### src/hw/rtl/sese_pkg.sv
// shared types, widths and codes for the s-curve edge start estimator
// no dependencies; imported by every module of the block but sese_ram
`default_nettype none

package sese_pkg;

    localparam int DEF_MAX_POINTS = 256;

    localparam int COL_W     = 9;
    localparam int ADR_W     = 10;
    localparam int AMP_W     = 8;
    localparam int HIT_W     = 8;
    localparam int CFG_W     = 8;
    localparam int CFG_IDX_W = 2;
    localparam int START_W   = 17;
    localparam int STATUS_W  = 2;
    localparam int POINT_W   = 9;
    localparam int CHG_W     = AMP_W + CFG_W;
    localparam int WORD_W    = HIT_W + AMP_W;

    localparam logic OP_POINT = 1'b0;
    localparam logic OP_FLUSH = 1'b1;

    localparam logic [CFG_IDX_W-1:0] CFG_EPS    = 2'd0;
    localparam logic [CFG_IDX_W-1:0] CFG_INJ    = 2'd1;
    localparam logic [CFG_IDX_W-1:0] CFG_TOP    = 2'd2;
    localparam logic [CFG_IDX_W-1:0] CFG_BOTTOM = 2'd3;

    localparam logic [CFG_W-1:0] RST_EPS    = 8'd7;
    localparam logic [CFG_W-1:0] RST_INJ    = 8'd50;
    localparam logic [CFG_W-1:0] RST_TOP    = 8'd89;
    localparam logic [CFG_W-1:0] RST_BOTTOM = 8'd0;

    typedef enum logic [STATUS_W-1:0] {
        PIX_NORMAL = 2'd0,
        PIX_HOT    = 2'd1,
        PIX_DEAD   = 2'd2
    } pix_status_t;

    typedef struct packed {
        logic accept;
        logic load;
        logic init;
        logic step;
        logic mul;
        logic fin;
    } sese_cmd_t;

    typedef struct packed {
        logic need_finish;
        logic one_point;
        logic scan_end;
        logic out_full;
    } sese_stat_t;

endpackage

`default_nettype wire

### src/hw/rtl/sese_ctrl.sv
// sequencer for the estimator: idle, load, init, scan, multiply, finish
// depends on sese_pkg for command and status structs
`default_nettype none

module sese_ctrl
    import sese_pkg::*;
(
    input  wire logic       clk,
    input  wire logic       rst_n,
    input  wire logic       in_valid,
    output logic            in_stall,
    input  wire sese_stat_t stat,
    output sese_cmd_t       cmd
);

    typedef enum logic [5:0] {
        S_IDLE = 6'b000001,
        S_LOAD = 6'b000010,
        S_INIT = 6'b000100,
        S_SCAN = 6'b001000,
        S_MUL  = 6'b010000,
        S_FIN  = 6'b100000
    } state_t;

    state_t state_reg;
    state_t state_next;
    logic   accept;

    // a request that closes a pixel waits until the result register is free
    assign in_stall = (state_reg != S_IDLE) || (stat.out_full && stat.need_finish);
    assign accept   = in_valid && !in_stall;

    always_comb
    begin
        state_next = state_reg;
        cmd        = '0;
        cmd.accept = accept;
        unique case (state_reg)
            S_IDLE:
            begin
                if (accept && stat.need_finish)
                begin
                    state_next = S_LOAD;
                end
            end
            S_LOAD:
            begin
                cmd.load   = 1'b1;
                state_next = S_INIT;
            end
            S_INIT:
            begin
                cmd.init   = 1'b1;
                state_next = stat.one_point ? S_MUL : S_SCAN;
            end
            S_SCAN:
            begin
                cmd.step = 1'b1;
                if (stat.scan_end)
                begin
                    state_next = S_MUL;
                end
            end
            S_MUL:
            begin
                cmd.mul    = 1'b1;
                state_next = S_FIN;
            end
            S_FIN:
            begin
                cmd.fin    = 1'b1;
                state_next = S_IDLE;
            end
            default:
            begin
                state_next = S_IDLE;
            end
        endcase
    end

    always_ff @(posedge clk or negedge rst_n)
    begin
        if (!rst_n)
        begin
            state_reg <= S_IDLE;
        end
        else
        begin
            state_reg <= state_next;
        end
    end

endmodule

`default_nettype wire

### config.mk
export PLATFORM = sky130hd
export DESIGN_NAME = sese_ctrl
export DESIGN_NICKNAME = d
export VERILOG_FILES = /design/src/hw/rtl/sese_pkg.sv /design/src/hw/rtl/sese_ctrl.sv
export SDC_FILE = /design/constraint.sdc
export NUM_CORES = 1
export LEC_CHECK = 0
export BUFFER_PORTS_ARGS = -buffer_cell sky130_fd_sc_hd__buf_4
export CAP_MARGIN = 15
export CORE_AREA = 2 2 39 41
export CTS_CLUSTER_SIZE = 8
export DETAILED_ROUTE_END_ITERATION = 16
export DIE_AREA = 0 0 41 43
export HOLD_SLACK_MARGIN = 0.06
export SLEW_MARGIN = 20
export SYNTH_ARGS = -nofsm -noshare
export SYNTH_HDL_FRONTEND = slang
export SYNTH_SLANG_ARGS = --single-unit
### constraint.sdc
create_clock -name clk -period 3.3 [get_ports clk]
set_input_delay 0.66 -clock clk [delete_from_list [all_inputs] [get_ports clk]]
set_output_delay 0.66 -clock clk [all_outputs]
set_load 0.03 [all_outputs]
==> impl_results.md <==
* Status: finished, final reports clean
* Crit. End Element: primary output
* FF-to-FF path depth at 3
* Sequential fraction of the synthesis area at 0.381
* Antenna cells at 0
* Iter 0 DRT Violations at 4
* Initial core utilization at 0.288
* Fill cells at 143
* Grt total ovfl at 0
* Max reg flops at 6
* First-pass GRT wire length at 1350 um
* FP Rows at 14
* CTS tree: yes
* Min-delay worst type: input port to asynchronous set/reset pin
* All-Layer GR Usage at 0.117
* Bufs on Longest Clock Path at 2
* CP Launch Type: register
* Fin Clk Skew at 0.00182 ns
* Critical path peak fanout at 7
* Total CTS buffers at 3
* Antenna Nets Post-Route at 0
* Pleak at 0.245 nW
* WL per Instance at 10.9 um
* Hold Buf Count CTS at 0
* Drc violations at 0
* Final hold vios at 0
* Total vias in the final route at 355
* RSZ-0062 raised after global routing: false
* Post-Route WL at 787 um
* DR vias/cell at 4.93
* Antenna violations before repair at 0
* WP data required at 2.64 ns
* Clk slew on worst S/H paths at 0.05 ns
* Core Area at 0.00138 mm^2
* Seq cells post-synth at 6
* DP Wirelength at 637 um
* Layout cells sized above 1 at 0.357
* Vias in the first global route at 333
* Final setup viols at 0
* Mean Syn Cell Area at 9.47 um^2
* H-Tree Depth at 1
* Post-CTS setup buffers at 0
* Max VDD drop at 0.312 mV
* Chip Width at 41 um
* I/O pins at 14
* Clk sinks at 6
* Mapped Area at 398 um^2
* Nets at 64
* Worst-margin pin slew at 0.297 ns
* CTS Root Cell: clkbuf_4
* Relative slew slack at 0.802
* WS Path Type: register to primary output
* Detailed Routing Iterations Pass 1 at 4
* Clock period minus worst slack at 2.24 ns
* Maxcap violations at 0
* Post-route insts no fill at 72
* Die area at 0.00176 mm^2
* Cells after synthesis at 42
* Fmax at 446 MHz
* Power Dens Cells at 536 mW/mm^2
* Syn. warnings at 0
* Post-synth net total at 49
* Worst skew pair latency at 0.24 ns
* Inst Count DP at 68
* Crit path arrival time at 1.58 ns
* Unique masters post-synth at 24
* Post-CTS Resized at 0
* Slew Limit Fails at 0
* Area grow syn2layout at 31.1%
* Chip Height at 43 um
* Pin count of the biggest net entering global routing at 9
* Tcrit/Tclk final at 0.680
* PortBufs at 13
* RePlAce Congestion at 0.674
* Final setup TNS at 0 ns
==> layer usage <==
metal  track usage  wire length, um  vias to the layer above
met2         0.156              352                       13
met3        0.0471               50                        2
met4        0.0600               20                        0
li1              -                -                      180
met5             0                0                        -
met1         0.156              364                      160
==> cells in the final DEF, fill, tap and decap left out <==
master,instances
nor4_4,1
or2_4,1
nor2b_1,1
clkbuf_4,3
or2b_1,2
o22a_1,1
a221o_1,1
and3_1,2
buf_4,13
or4_4,1
dfstp_2,1
nor3_1,3
nand3b_1,2
nor4_1,2
clkbuf_1,1
xor2_1,1
nand2b_1,2
o211ai_1,1
and4b_1,1
nor2_1,5
and2b_1,1
nand2_1,2
a22oi_1,1
dfrtp_1,5
o21ai_0,2
==> cell type report <==
cell class	instances	area (um^2)	area share
flip-flops and latches	6	151	0.290
clock buffers	4	26.3	0.0504
well taps	16	20.0	0.0384
repair buffers	13	97.6	0.187
multi-input cells	33	226	0.434
==> worst paths after layout <==
kind / start / to / slack, ns
setup reg to reg: state_reg[0] / state_reg[0] / 2.02
max in group asynchronous: rst_n / state_reg[0] / 2.89
setup / recovery: state_reg[5] / cmd[3] / 1.06
hold / removal: rst_n / state_reg[4] / 0.21
hold reg to reg: state_reg[1] / state_reg[5] / 0.58
min in group clk: state_reg[1] / state_reg[5] / 0.58
==> kinds of logic (layout without fill, tap and decap cells) <==
logic type	after synthesis	in the layout	share of synthesized area
buf+inv	3	17	0.0503
simple gates	26	26	0.437
xor+xnor	1	1	0.0220
compound gates	6	6	0.110
flops	6	6	0.381
==> through the flow <==
step | worst slack (ns) | utilization | hold WS [ns] | instance area, um^2 | total power [mW]
floorplan | 1.21 | - | 0.364 | 398 | 0.184
global placement | 1.32 | 0.358 | 0.470 | 495 | 0.208
CTS | 1.04 | 0.377 | 0.202 | 522 | 0.284
global route | 0.977 | 0.377 | 0.200 | 522 | 0.300
detailed placement | 1.31 | 0.358 | 0.470 | 495 | 0.208
finish | 1.06 | 0.377 | 0.210 | 522 | 0.280
==> power breakdown <==
group | internal [mW] | total, mW | switching, mW
registers | 0.0858 | 0.101 | 0.0150
clock network | 0.0459 | 0.0733 | 0.0275
logic | 0.0508 | 0.106 | 0.0549
==> cell usage after synthesis (all sizes together) <==
master / instances / share of area
buf: 3 / 0.050
nor4: 3 / 0.085
and2b: 1 / 0.019
o22a: 1 / 0.022
nand3b: 2 / 0.038
a22oi: 1 / 0.019
nand2: 2 / 0.019
or4: 1 / 0.028
or2b: 2 / 0.038
nor3: 3 / 0.038
nor2b: 1 / 0.016
o211ai: 1 / 0.019
dfstp: 1 / 0.066
dfrtp: 5 / 0.31
and4b: 1 / 0.025
or2: 1 / 0.022
xor2: 1 / 0.022
o21ai: 2 / 0.025
nor2: 5 / 0.047
and3: 2 / 0.031
nand2b: 2 / 0.031
a221o: 1 / 0.025
==> critical path, stage by stage, from the launching register on <==
cell	delay, ns
dfrtp_1	0.47
or4_4	0.59
nor2_1	0.12
buf_4	0.16
Power figures use the tool's default switching activity.
